**config.mk**
```make
export PLATFORM = sky130hd
export DESIGN_NAME = ps2_device_scan_code_transmitter
export DESIGN_NICKNAME = d
export VERILOG_FILES = /design/src/sv/ps2dt_pkg.sv /design/src/sv/ps2_device_scan_code_transmitter.sv /design/src/sv/ps2dt_apb_regs.sv /design/src/sv/ps2dt_core.sv
export VERILOG_INCLUDE_DIRS = /design/src /design/src/sv
export SDC_FILE = /design/constraint.sdc
export NUM_CORES = 1
export LEC_CHECK = 0
export BUFFER_PORTS_ARGS = -buffer_cell sky130_fd_sc_hd__buf_2
export CAP_MARGIN = 20
export CORE_MARGIN = 5
export CORE_UTILIZATION = 60
export CTS_CLUSTER_DIAMETER = 30
export DETAILED_ROUTE_END_ITERATION = 8
export GPL_ROUTABILITY_DRIVEN = 0
export PLACE_DENSITY = 0.8
export SLEW_MARGIN = 40
export SYNTH_ARGS = -nofsm -noshare
export SYNTH_HDL_FRONTEND = slang
export SYNTH_HIERARCHICAL = 1
export SYNTH_SLANG_ARGS = --single-unit
```
**constraint.sdc**
```tcl
create_clock -name clk_i -period 6.5 [get_ports clk_i]
set_clock_uncertainty 0.15 [all_clocks]
set_input_delay 0.325 -clock clk_i [delete_from_list [all_inputs] [get_ports clk_i]]
set_output_delay 0.325 -clock clk_i [all_outputs]
set_load 0.01 [all_outputs]
```
**src/sv/ps2_device_scan_code_transmitter_defines.svh**
```systemverilog
// ----------------------------------------------------------------------------
// ps2 device transmitter assertion macros
// shared concurrent assertion shorthands, clocked on clk_i, reset on rst_ni
// ----------------------------------------------------------------------------
`ifndef PS2_DEVICE_SCAN_CODE_TRANSMITTER_DEFINES_SVH
`define PS2_DEVICE_SCAN_CODE_TRANSMITTER_DEFINES_SVH

// property checked outside reset
`define PS2DT_ASSERT(lbl, prop, msg) \
  lbl: assert property (@(posedge clk_i) disable iff (!rst_ni) (prop)) else $error(msg);

// implication checked outside reset
`define PS2DT_ASSERT_IMPL(lbl, ante, cons, msg) \
  lbl: assert property (@(posedge clk_i) disable iff (!rst_ni) (ante) |-> (cons)) \
    else $error(msg);

// implication on the following cycle, checked outside reset
`define PS2DT_ASSERT_NEXT(lbl, ante, cons, msg) \
  lbl: assert property (@(posedge clk_i) disable iff (!rst_ni) (ante) |=> (cons)) \
    else $error(msg);

`endif

```
**src/sv/ps2dt_pkg.sv**
```systemverilog
// ----------------------------------------------------------------------------
// ps2dt_pkg
// types, constants and helpers of the ps2 device scan code transmitter
// ----------------------------------------------------------------------------
`default_nettype none

package ps2dt_pkg;

  localparam int unsigned PADDR_W = 3;
  localparam int unsigned PDATA_W = 32;
  localparam int unsigned CFG_W   = 20;

  // register index, taken from paddr[2]
  localparam logic REG_CLOCK_PERIOD = 1'b0;
  localparam logic REG_PRETRANSMIT  = 1'b1;

  localparam logic [CFG_W-1:0] CLOCK_PERIOD_RST = 20'd59880;
  localparam logic [CFG_W-1:0] PRETRANSMIT_RST  = 20'd50000;

  localparam logic [7:0] PREFIX_EXTENDED = 8'hE0;
  localparam logic [7:0] PREFIX_BREAK    = 8'hF0;
  localparam logic [7:0] BYTE_END        = 8'h00;
  localparam logic [3:0] FRAME_END       = 4'd10;
  localparam int unsigned SEQ_DEPTH      = 4;

  typedef enum logic [2:0] {
    PH_INHIBIT  = 3'd0,
    PH_PRETX    = 3'd1,
    PH_DATA     = 3'd2,
    PH_CLKLOW   = 3'd3,
    PH_CLKHIGH  = 3'd4
  } phase_e;

  typedef struct packed {
    logic [15:0] step_ns;
    logic        host_clock_level;
    logic        host_data_level;
    logic        key_valid;
    logic        key_release;
    logic        key_extended;
    logic [7:0]  key_code;
  } in_word_t;

  typedef struct packed {
    logic       clock_line;
    logic       data_line;
    logic       key_taken;
    logic [2:0] phase;
  } out_word_t;

  typedef struct packed {
    logic [CFG_W-1:0] clock_period_ns;
    logic [CFG_W-1:0] pretransmit_ns;
  } cfg_t;

  // odd parity over one data byte
  function automatic logic odd_parity(input logic [7:0] v);
    return ~(^v);
  endfunction

endpackage

`default_nettype wire

```
**src/sv/ps2_device_scan_code_transmitter.sv**
```systemverilog
// ----------------------------------------------------------------------------
// ps2_device_scan_code_transmitter
// ps2 keyboard device side sender driven by time ticks, with apb setup
// ----------------------------------------------------------------------------
// each input word is one time tick: nanoseconds since the previous tick, the
// host's clock and data drive, and an optional key event; each tick yields
// exactly one result word with the wired-and line levels, a key-taken flag and
// the sender phase after the tick. one word is taken every clock cycle while
// the result side does not stall. an accepted word sits in the input register,
// and its result is then loaded into the result register, from which it is
// taken. the whole update of the phase and the 32-bit elapsed timer fits
// between the two registers. a stalled result holds the input register, which
// then stalls the input. the two timing registers are to be written over apb
// only while the block is idle; the block itself does not enforce this.
`default_nettype none

module ps2_device_scan_code_transmitter
  import ps2dt_pkg::*;
(
  input  logic               clk_i,
  input  logic               rst_ni,
  // tick input channel
  input  logic               in_valid_i,
  output logic               in_stall_o,
  input  in_word_t           in_data_i,
  // result channel
  output logic               out_valid_o,
  input  logic               out_stall_i,
  output out_word_t          out_data_o,
  // configuration port
  input  logic               psel,
  input  logic               penable,
  input  logic               pwrite,
  input  logic [PADDR_W-1:0] paddr,
  input  logic [PDATA_W-1:0] pwdata,
  output logic [PDATA_W-1:0] prdata,
  output logic               pready
);

  cfg_t      cfg;
  in_word_t  in_q;
  logic      in_valid_q;
  out_word_t res;
  out_word_t out_q;
  logic      out_valid_q;
  logic      in_accept;
  logic      advance;

  // tick advances when the result register is free or being drained
  assign advance    = in_valid_q & (~out_valid_q | ~out_stall_i);
  assign in_stall_o = in_valid_q & ~advance;
  assign in_accept  = in_valid_i & ~in_stall_o;

  // input register
  always_ff @(posedge clk_i or negedge rst_ni) begin
    if (!rst_ni) begin
      in_valid_q <= 1'b0;
    end else if (in_accept) begin
      in_valid_q <= 1'b1;
    end else if (advance) begin
      in_valid_q <= 1'b0;
    end
  end

  always_ff @(posedge clk_i) begin
    if (in_accept) begin
      in_q <= in_data_i;
    end
  end

  ps2dt_apb_regs u_regs (
    .clk_i   (clk_i),
    .rst_ni  (rst_ni),
    .psel    (psel),
    .penable (penable),
    .pwrite  (pwrite),
    .paddr   (paddr),
    .pwdata  (pwdata),
    .prdata  (prdata),
    .pready  (pready),
    .cfg_o   (cfg)
  );

  // sender state and tick update
  ps2dt_core u_core (
    .clk_i     (clk_i),
    .rst_ni    (rst_ni),
    .step_en_i (advance),
    .word_i    (in_q),
    .cfg_i     (cfg),
    .word_o    (res)
  );

  // result register
  always_ff @(posedge clk_i or negedge rst_ni) begin
    if (!rst_ni) begin
      out_valid_q <= 1'b0;
    end else if (advance) begin
      out_valid_q <= 1'b1;
    end else if (!out_stall_i) begin
      out_valid_q <= 1'b0;
    end
  end

  always_ff @(posedge clk_i) begin
    if (advance) begin
      out_q <= res;
    end
  end

  assign out_valid_o = out_valid_q;
  assign out_data_o  = out_q;

endmodule

`default_nettype wire

```
**src/sv/ps2dt_apb_regs.sv**
```systemverilog
// ----------------------------------------------------------------------------
// ps2dt_apb_regs
// apb register file holding the clock period and pretransmit time
// ----------------------------------------------------------------------------
`default_nettype none

module ps2dt_apb_regs
  import ps2dt_pkg::*;
(
  input  logic               clk_i,
  input  logic               rst_ni,
  input  logic               psel,
  input  logic               penable,
  input  logic               pwrite,
  input  logic [PADDR_W-1:0] paddr,
  input  logic [PDATA_W-1:0] pwdata,
  output logic [PDATA_W-1:0] prdata,
  output logic               pready,
  output cfg_t               cfg_o
);

  cfg_t cfg_q, cfg_d;
  logic wr_en;

  assign pready = 1'b1;
  assign wr_en  = psel & penable & pwrite & pready;

  always_comb begin
    cfg_d = cfg_q;
    if (wr_en) begin
      unique case (paddr[2])
        REG_CLOCK_PERIOD: cfg_d.clock_period_ns = pwdata[CFG_W-1:0];
        REG_PRETRANSMIT:  cfg_d.pretransmit_ns  = pwdata[CFG_W-1:0];
        default:          cfg_d = cfg_q;
      endcase
    end
  end

  always_ff @(posedge clk_i or negedge rst_ni) begin
    if (!rst_ni) begin
      cfg_q.clock_period_ns <= CLOCK_PERIOD_RST;
      cfg_q.pretransmit_ns  <= PRETRANSMIT_RST;
    end else begin
      cfg_q <= cfg_d;
    end
  end

  always_comb begin
    unique case (paddr[2])
      REG_CLOCK_PERIOD: prdata = {{(PDATA_W-CFG_W){1'b0}}, cfg_q.clock_period_ns};
      REG_PRETRANSMIT:  prdata = {{(PDATA_W-CFG_W){1'b0}}, cfg_q.pretransmit_ns};
      default:          prdata = '0;
    endcase
  end

  assign cfg_o = cfg_q;

endmodule

`default_nettype wire

```
**src/sv/ps2dt_core.sv**
```systemverilog
// ----------------------------------------------------------------------------
// ps2dt_core
// sender state and the per-tick update of phase, timer and line drives
// ----------------------------------------------------------------------------
`default_nettype none

module ps2dt_core
  import ps2dt_pkg::*;
(
  input  logic      clk_i,
  input  logic      rst_ni,
  input  logic      step_en_i,
  input  in_word_t  word_i,
  input  cfg_t      cfg_i,
  output out_word_t word_o
);

`include "ps2_device_scan_code_transmitter_defines.svh"

  phase_e      phase_q, phase_d, phase_eff;
  logic [31:0] elapsed_q, elapsed_d;
  logic [7:0]  seq_q [SEQ_DEPTH];
  logic [7:0]  seq_d [SEQ_DEPTH];
  logic [2:0]  seq_idx_q, seq_idx_d;
  logic [7:0]  cur_byte_q, cur_byte_d;
  logic [3:0]  bit_pos_q, bit_pos_d;
  logic        clk_drv_q, clk_drv_d;
  logic        dat_drv_q, dat_drv_d;

  logic [32:0] sum;
  logic [31:0] el;
  logic [31:0] quarter, half, pretx;
  logic [7:0]  next_byte;
  logic [2:0]  bit_sel;
  logic        taken;

  assign quarter = {14'd0, cfg_i.clock_period_ns[CFG_W-1:2]};
  assign half    = {13'd0, cfg_i.clock_period_ns[CFG_W-1:1]};
  assign pretx   = {12'd0, cfg_i.pretransmit_ns};

  // saturating elapsed time
  assign sum = {1'b0, elapsed_q} + {17'd0, word_i.step_ns};
  assign el  = sum[32] ? '1 : sum[31:0];

  assign phase_eff = word_i.host_clock_level ? phase_q : PH_INHIBIT;
  assign next_byte = (seq_idx_q < 3'(SEQ_DEPTH)) ? seq_q[seq_idx_q[1:0]] : BYTE_END;
  assign bit_sel   = 3'(bit_pos_q - 4'd1);

  always_comb begin
    phase_d    = phase_eff;
    elapsed_d  = el;
    seq_d      = seq_q;
    seq_idx_d  = seq_idx_q;
    cur_byte_d = cur_byte_q;
    bit_pos_d  = bit_pos_q;
    clk_drv_d  = clk_drv_q;
    dat_drv_d  = dat_drv_q;
    taken      = 1'b0;

    unique case (phase_eff)
      PH_INHIBIT: begin
        clk_drv_d = 1'b1;
        dat_drv_d = 1'b1;
        if (word_i.host_clock_level) begin
          phase_d = PH_PRETX;
        end
        elapsed_d = '0;
      end
      PH_PRETX: begin
        if (el >= pretx) begin
          elapsed_d = pretx;
          if (word_i.key_valid) begin
            taken = 1'b1;
            for (int i = 0; i < SEQ_DEPTH; i++) begin
              seq_d[i] = BYTE_END;
            end
            unique case ({word_i.key_extended, word_i.key_release})
              2'b00: seq_d[0] = word_i.key_code;
              2'b01: begin
                seq_d[0] = PREFIX_BREAK;
                seq_d[1] = word_i.key_code;
              end
              2'b10: begin
                seq_d[0] = PREFIX_EXTENDED;
                seq_d[1] = word_i.key_code;
              end
              default: begin
                seq_d[0] = PREFIX_EXTENDED;
                seq_d[1] = PREFIX_BREAK;
                seq_d[2] = word_i.key_code;
              end
            endcase
            phase_d   = PH_CLKHIGH;
            seq_idx_d = '0;
            bit_pos_d = FRAME_END;
            elapsed_d = '0;
          end
        end
      end
      PH_DATA: begin
        // start, data lsb first, parity, then released
        priority if (bit_pos_q == 4'd0) begin
          dat_drv_d = 1'b0;
        end else if (bit_pos_q <= 4'd8) begin
          dat_drv_d = cur_byte_q[bit_sel];
        end else if (bit_pos_q == 4'd9) begin
          dat_drv_d = odd_parity(cur_byte_q);
        end else begin
          dat_drv_d = 1'b1;
        end
        if (el >= quarter) begin
          phase_d   = PH_CLKLOW;
          elapsed_d = el - quarter;
        end
      end
      PH_CLKLOW: begin
        clk_drv_d = 1'b0;
        if (el >= half) begin
          phase_d   = PH_CLKHIGH;
          elapsed_d = el - half;
        end
      end
      default: begin
        // clock high
        clk_drv_d = 1'b1;
        if (el >= quarter) begin
          if (bit_pos_q >= FRAME_END) begin
            if (next_byte == BYTE_END) begin
              phase_d   = PH_PRETX;
              elapsed_d = pretx;
            end else begin
              phase_d    = PH_DATA;
              cur_byte_d = next_byte;
              seq_idx_d  = seq_idx_q + 3'd1;
              bit_pos_d  = '0;
              elapsed_d  = '0;
            end
          end else begin
            phase_d   = PH_DATA;
            bit_pos_d = bit_pos_q + 4'd1;
            elapsed_d = el - quarter;
          end
        end
      end
    endcase
  end

  always_ff @(posedge clk_i or negedge rst_ni) begin
    if (!rst_ni) begin
      phase_q    <= PH_PRETX;
      elapsed_q  <= '0;
      for (int i = 0; i < SEQ_DEPTH; i++) begin
        seq_q[i] <= BYTE_END;
      end
      seq_idx_q  <= '0;
      cur_byte_q <= '0;
      bit_pos_q  <= '0;
      clk_drv_q  <= 1'b1;
      dat_drv_q  <= 1'b1;
    end else if (step_en_i) begin
      phase_q    <= phase_d;
      elapsed_q  <= elapsed_d;
      seq_q      <= seq_d;
      seq_idx_q  <= seq_idx_d;
      cur_byte_q <= cur_byte_d;
      bit_pos_q  <= bit_pos_d;
      clk_drv_q  <= clk_drv_d;
      dat_drv_q  <= dat_drv_d;
    end
  end

  assign word_o.clock_line = word_i.host_clock_level & clk_drv_d;
  assign word_o.data_line  = word_i.host_data_level & dat_drv_d;
  assign word_o.key_taken  = taken;
  assign word_o.phase      = phase_d;

  `PS2DT_ASSERT(a_bit_pos_range, bit_pos_q <= FRAME_END, "bit position past frame end")
  `PS2DT_ASSERT(a_seq_idx_range, seq_idx_q <= 3'd3, "sequence index past last byte")
  `PS2DT_ASSERT_IMPL(a_take_in_pretx, step_en_i && taken,
    phase_q == PH_PRETX && word_i.host_clock_level, "key taken outside pretransmit")
  `PS2DT_ASSERT_NEXT(a_take_starts_frame, step_en_i && taken,
    phase_q == PH_CLKHIGH && bit_pos_q == FRAME_END, "taken key did not start a frame")
  `PS2DT_ASSERT_NEXT(a_hold_when_idle, !step_en_i,
    $stable(phase_q) && $stable(elapsed_q), "state moved without a step")

endmodule

`default_nettype wire

```
Word level (Yosys, flattened, before mapping)
Cells that the tools add are included.
W data, S select, Z words.
{"block": "totals", "inputBits": 71, "regBits": 153}
{"block": "classes", "bitwise_logic": 18, "magnitude_cmp": 8, "n_reduce_logical": 20, "muxes": 51, "eq_ne": 11, "addsub": 6}
{"cell": "$mux W32", "n": 6}
{"cell": "$pmux W32 S4", "n": 1}
{"cell": "$pmux W32 S2", "n": 1}
{"cell": "$mux W20", "n": 2}
{"cell": "$mux W3", "n": 12}
{"cell": "$add A32 B16 Y33", "n": 1}
{"cell": "$ge A32 B18 Y1", "n": 1}
{"cell": "$ge A32 B19 Y1", "n": 1}
{"cell": "$ge A32 B20 Y1", "n": 1}
{"cell": "$mux W8", "n": 4}
{"cell": "$pmux W8 S2", "n": 2}
{"cell": "$sub A32 B18 Y32", "n": 1}
{"cell": "$sub A32 B19 Y32", "n": 1}
{"cell": "$mux W4", "n": 5}
{"cell": "$bmux W8 S2", "n": 1}
{"cell": "$pmux W3 S4", "n": 1}
{"cell": "$mux W1", "n": 9}
{"cell": "$not A1 Y1", "n": 9}
{"cell": "$logic_not A8 Y1", "n": 1}
{"cell": "$pmux W4 S2", "n": 1}
{"cell": "$reduce_xor A8 Y1", "n": 1}
{"cell": "$and A1 B1 Y1", "n": 7}
{"cell": "$reduce_and A7 Y1", "n": 1}
{"cell": "$eq A3 B2 Y1 const B", "n": 2}
{"cell": "32 further kinds", "n": 42}

Longest topological paths before layout
{"block": "logic_depth", "word_depth": 10, "mapped_depth": 26, "depth_no_buf": 23}

Hierarchy
Netlist, hierarchy kept.
{"mod": "ps2dt_core", "cells_each": 1220, "n_inst": 1, "area_per_inst_um2": 9429.0}
{"mod": "ps2dt_apb_regs", "cells_each": 123, "n_inst": 1, "area_per_inst_um2": 2042.0}
{"mod": "ps2_device_scan_code_transmitter", "cells_each": 43, "n_inst": 1, "area_per_inst_um2": 1143.6}

Worst setup path after synthesis
OpenSTA, ideal clock, no wires.
{"block": "synth_timing", "path_type": "register to register", "from": "register in_q[13] (netlist bit)", "to": "register u_core.elapsed_q[25]", "t_required_ns": 6.224, "path_buffers": 3, "arrival_ns": 5.657, "period_less_slack_ns": 5.933, "setup_slack_ns": 0.567, "stages_incl_launch_ff": 24, "setup_time_ns": 0.126, "path_cell_list": "edfxtp_1 > ha_1 > fa_1 > a211oi_1 > o21ai_1 > o21ai_2 > and3_4 > or3_1 > buf_2 > clkbuf_1 > clkbuf_1 > nand2_1 > ha_1 > o21a_1 > o31a_1 > o41a_1 > a221o_1 > o311a_1 > o41ai_2 > o311ai_1 > a41oi_2 > and3_1 > nor4_1 > a311o_1"}
{"block": "synth_via", "elab_chain_cells": 6, "elab_cells_between_ends": 13, "classes_between": "3 x add/sub; 3 x order compare; 7 x mux"}
{"item": "start, declared", "line_no": "ps2_device_scan_code_transmitter.sv:41", "rtl": "in_word_t in_q;"}
{"item": "start signal, assigned", "line_no": "ps2_device_scan_code_transmitter.sv:67", "rtl": "in_q <= in_data_i;"}
{"item": "$add A32 B16 Y33 (*)", "line_no": "ps2dt_core.sv:42", "rtl": "assign sum = {1'b0, elapsed_q} + {17'd0, word_i.step_ns};"}
{"item": "$mux W32 (*)", "line_no": "ps2dt_core.sv:43", "rtl": "assign el = sum[32] ? '1 : sum[31:0];"}
{"item": "$sub A32 B18 Y32", "line_no": "ps2dt_core.sv:113, ps2dt_core.sv:141"}
{"item": "$mux W32", "line_no": "ps2dt_core.sv:127", "rtl": "if (bit_pos_q >= FRAME_END) begin"}
{"item": "$mux W32", "line_no": "ps2dt_core.sv:126", "rtl": "if (el >= quarter) begin"}
{"item": "$pmux W32 S4 (*)", "line_no": "ps2dt_core.sv:60", "rtl": "unique case (phase_eff)"}
{"item": "end signal, assigned", "line_no": "ps2dt_core.sv:162", "rtl": "elapsed_q <= elapsed_d;"}
{"item": "end, declared", "line_no": "ps2dt_core.sv:21", "rtl": "logic [31:0] elapsed_q, elapsed_d;"}
Every way passes the cells marked *; elsewhere a longest branch is shown, timed or not.
A chain may end at the register's enable or synchronous reset.

Worst setup path after layout
{"block": "layout_timing", "from": "register in_q[13] (netlist bit)", "to": "register u_core.elapsed_q[12]"}
Same word-level chain as after synthesis.

==> implementation parameters <==
Parameter                              Value

Cells and area
  Fraction of final layout cells sized beyond drive strength 1 ... 18.30%
  Signed area change from the synthesized netlist to the final layout ... 14.44%
  Final cell count without fillers ... 1789
  Number of nets in the layout ... 1657
  Non-Filler Cell Area, Final ... 14440 sq um
  Antenna diode instance count ... 0

Placed design
  Count of buffers from port buffering ... 84
  Instance area after placement ... 13250 sq um
  Placed Cells incl. Taps ... 1704
  HPWL after detailed placement ... 26280 um

STA
  Final critical-path share of the clock period ... 96.99%
  Transition time at the pin with the least slew margin ... 0.8852 ns
  Pins over their slew limit ... 0
  Hold slack ... 0.03045 ns
  Top achievable clock speed ... 158.6 MHz
  Setup-violating endpoint count in the final report ... 0
  Hold violation count in the final report ... 0
  Final period demand of the worst path ... 6.304 ns
  Max-Slew Margin vs Limit ... 40.99%

Synthesis
  Unique cell type count in the Yosys netlist ... 102
  Most instantiated flip-flop cell in the synthesis netlist ... dfrtp_1
  Total number of yosys warnings ... 6
  Part of the Yosys area used for sequential elements ... 31.92%
  Number of flops mapped to enable cells by yosys ... 35
  Synth async-reset ratio ... 77.12%
  Cell area after synthesis ... 12610 sq um
  Flip-flop and latch count after synthesis ... 153
  Syn avg cell area ... 9.101 sq um
  Number of cells produced by synthesis ... 1386

CTS
  Clock tree from TritonCTS ... done
  Register clock-pin slew on the reported worst setup and hold paths ... 0.08 ns
  Clock insertion delay at the later pin of the skew report ... 0.44 ns
  Max Root-Sink Buffers ... 2
  Number of clock buffers inserted by TritonCTS ... 17
  Number of sinks driven by the clock tree ... 153
  Library cell used as clock root buffer ... clkbuf_16
  H-tree Lvls ... 4

Critical path
  Worst reg2reg setup slack ... 0.20 ns
  Crit path max-delay cell type ... fa_1
  Max Fanout on Critical Path ... 20
  Worst EP arrival ... 6.46 ns
  Top cell by count, worst path ... nor2_1
  Combined buffer and inverter count along the critical path ... 3
  Path depth of the worst reg2reg path ... 24
  Critical-path cell list ... ha_1 -> fa_1 -> a211oi_1 -> o21ai_1 -> o21ai_2 -> and3_4 -> or3_4 -> nand2b_1 -> inv_1 -> ha_1 -> inv_1 -> fa_1 -> a21oi_1 -> nor2_1 -> o311a_1 -> nor2_1 -> o211ai_1 -> nand4_1 -> nand4_1 -> nor3_2 -> buf_4 -> nor2_1 -> a221oi_1 -> a21oi_1
  Required time at the worst-slack endpoint ... 6.66 ns
  Type of element launching the critical path ... flop
  Category of cells accounting for the largest share of critical-path delay ... compound AO/OA/AOI/OAI gates
  Worst setup path category ... reg2reg
  Nature of the critical path endpoint ... flop
  Number of stages on the worst setup path ... 24
  Critical Path Max Stage Delay ... 0.42 ns

Drt
  Via-to-Cell Ratio ... 6.605
  Count of nets left with antenna violations after detail routing ... 0
  Drc violations ... 1
  Average wire length per cell after detail routing ... 20.77 um
  Final wirelength ... 37160 um
  First-iteration detailed-routing DRC count ... 1231
  Via total after detailed routing ... 11816
  Iteration count of the initial detailed-routing pass ... 9

Die
  Die footprint ... 24020 sq um
  Core ar. ... 20890 sq um
  Starting utilization of the core area ... 60.39%
  Die X-Extent ... 155.0 um
  FP Rows ... 53
  Count of pins on the block boundary ... 112
  Vert. Die Dim ... 155.0 um

Min path
  Hold WC Path Type ... in2reg
  WHS Path Cells ... 2

Global routing
  Initial antenna violation count ... 0
  Global route overflow ... 0
  Largest net degree at the start of global routing ... 76
  Total global routing track utilization ... 30.73%
  Via count of the first global-routing pass ... 11662
  Wire length of the first global-routing pass ... 59920 um

Power
  P_leak ... 6.532 nW
  Peak VDD IR ... 0.2640 mV
  Power per unit of standard cell area ... 470.9 nW/um^2

Outcome
  Violations in the final reports ... design-rule violations
  Run status ... finished with violations

Flow run
  Max-cap violations ... 0
## kinds of logic after synthesis
family                   count (synthesis)  share of synthesized area [%]
adder cells (fa/ha/maj)                 85                          8.609
XOR/XNOR                                64                          4.444
flip-flops                             153                          31.92
AO/OA/AOI/OAI                          414                          23.11
other                                    2                        0.05953
buffers and inverters                  153                          5.525
AND/OR/NAND/NOR                        421                          16.73
multiplexers                            94                          9.601
## power by group
part	internal [mW]	switching (mW)
logic	1.75	2.55
registers	1.21	0.228
clock network	0.536	0.523
## per-layer routing
metal | track usage [%] | vias up | part of all wire, %
li1 | - | 5383 | -
met1 | 38.98 | 5565 | 39
met2 | 50.94 | 700 | 47
met3 | 5.563 | 168 | 8.8
met4 | 14.55 | 0 | 4.9
met5 | 0 | - | 0
## path summary, 6_finish.rpt
kind | from | endpoint
max | in_q[13] | u_core/elapsed_q[12]
min | out_stall_i | out_valid_o
max reg2reg | in_q[13] | u_core/elapsed_q[12]
min reg2reg | u_core/seq_q[10] | u_core/seq_q[10]
max in group asynchronous | rst_ni | u_core/elapsed_q[31]
min in group asynchronous | rst_ni | u_regs/cfg_o[20]
## per-stage QoR
step / TNS (ns) / worst slack, ns / util, % / total power, mW
3_3_place_gp: 0 / 0.3371 / 63.38 / 5.367
4_1_cts: 0 / 0.1539 / 68.94 / 6.629
3_5_place_dp: 0 / 0.2443 / 63.44 / 5.493
6_report: 0 / 0.1956 / 69.11 / 6.798
5_1_grt: -0.003019 / -0.002278 / 69.11 / 7.230
2_1_floorplan: 0 / 0.5670 / - / 4.490
## worst register-to-register path: stages (launching register included)
cell and delay [ns]:
edfxtp_1 0.37, ha_1 0.23, fa_1 0.42, a211oi_1 0.28, o21ai_1 0.19, o21ai_2 0.34, and3_4 0.29, or3_4 0.20
nand2b_1 0.10, inv_1 0.13, ha_1 0.19, inv_1 0.05, fa_1 0.41, a21oi_1 0.20, nor2_1 0.08, o311a_1 0.38
nor2_1 0.18, o211ai_1 0.21, nand4_1 0.22, nand4_1 0.21, nor3_2 0.31, buf_4 0.32, nor2_1 0.24, a221oi_1 0.35
a21oi_1 0.12
## cells in the mapped netlist, types with 8 or more instances
cell type,n,area [sq um]
nand2_1,143,536.8
dfrtp_1,100,2502
nor2_1,96,360.4
a21oi_1,93,465.5
ha_1,82,1026
inv_1,76,285.3
o21ai_0,72,360.4
mux2_4,40,600.6
xnor2_1,36,315.3
edfxtp_1,35,1051
clkbuf_1,34,127.6
mux2_2,33,371.6
nand3_1,32,160.2
a21o_1,29,217.7
a31oi_1,28,175.2
xor2_1,28,245.2
nand4_1,25,156.4
a221oi_1,23,201.4
and3_1,23,143.9
nor3_1,19,95.09
dfstp_2,18,473.0
mux2i_1,18,180.2
buf_4,17,127.6
buf_2,16,80.08
o21a_1,15,112.6
o22ai_1,15,93.84
and2_1,14,87.58
nand2b_1,12,75.07
nor2b_1,11,68.82
o31ai_1,11,82.58
o211ai_1,9,67.56
or3_1,8,50.05
## state kept, by name, summed over array words and instances (netlist names)
register / cells
u_regs/cfg_o: 40
u_core/elapsed_q: 32
in_q: 29
u_core/seq_q: 24
u_core/cur_byte_q: 8
out_data_o: 6
u_core/bit_pos_q: 4
u_core/phase_q: 3
u_core/seq_idx_q: 3
in_valid_q: 1
out_valid_o: 1
u_core/clk_drv_q: 1
u_core/dat_drv_q: 1
## cells in the final DEF (no fill, tap or decap), drive strengths merged, types with 18 or more instances in the layout
master and n:
nand2 143, buf 111, dfrtp 100, nor2 96
a21oi 94, inv 84, ha 82, o21ai 77
mux2 73, dlygate4sd3 51, xnor2 36, nand3 36
edfxtp 35, a21o 30, xor2 28, a31oi 28
nand4 27, and3 24, a221oi 23, mux2i 19
nor3 19, dfstp 18
## cell type report
class                      instances  area, sq um
clock inverter                    15        211.5
timing repair buffer             162         1169
inverter                          76        285.3
multi-input combinational       1091         7975
sequential                       153         4026
tap                              275        344.1
clock buffer                      17        425.4
fill                            1570         6452
## repair_timing
action / in CTS / in global routing
setup buffers: 0 / 2
hold endpoints to repair: 99 / 0
hold buffers: 51 / 0
endpoints found under the setup margin: 0 / 41
resized for setup: 0 / 4
Power figures use the tool's default switching activity.
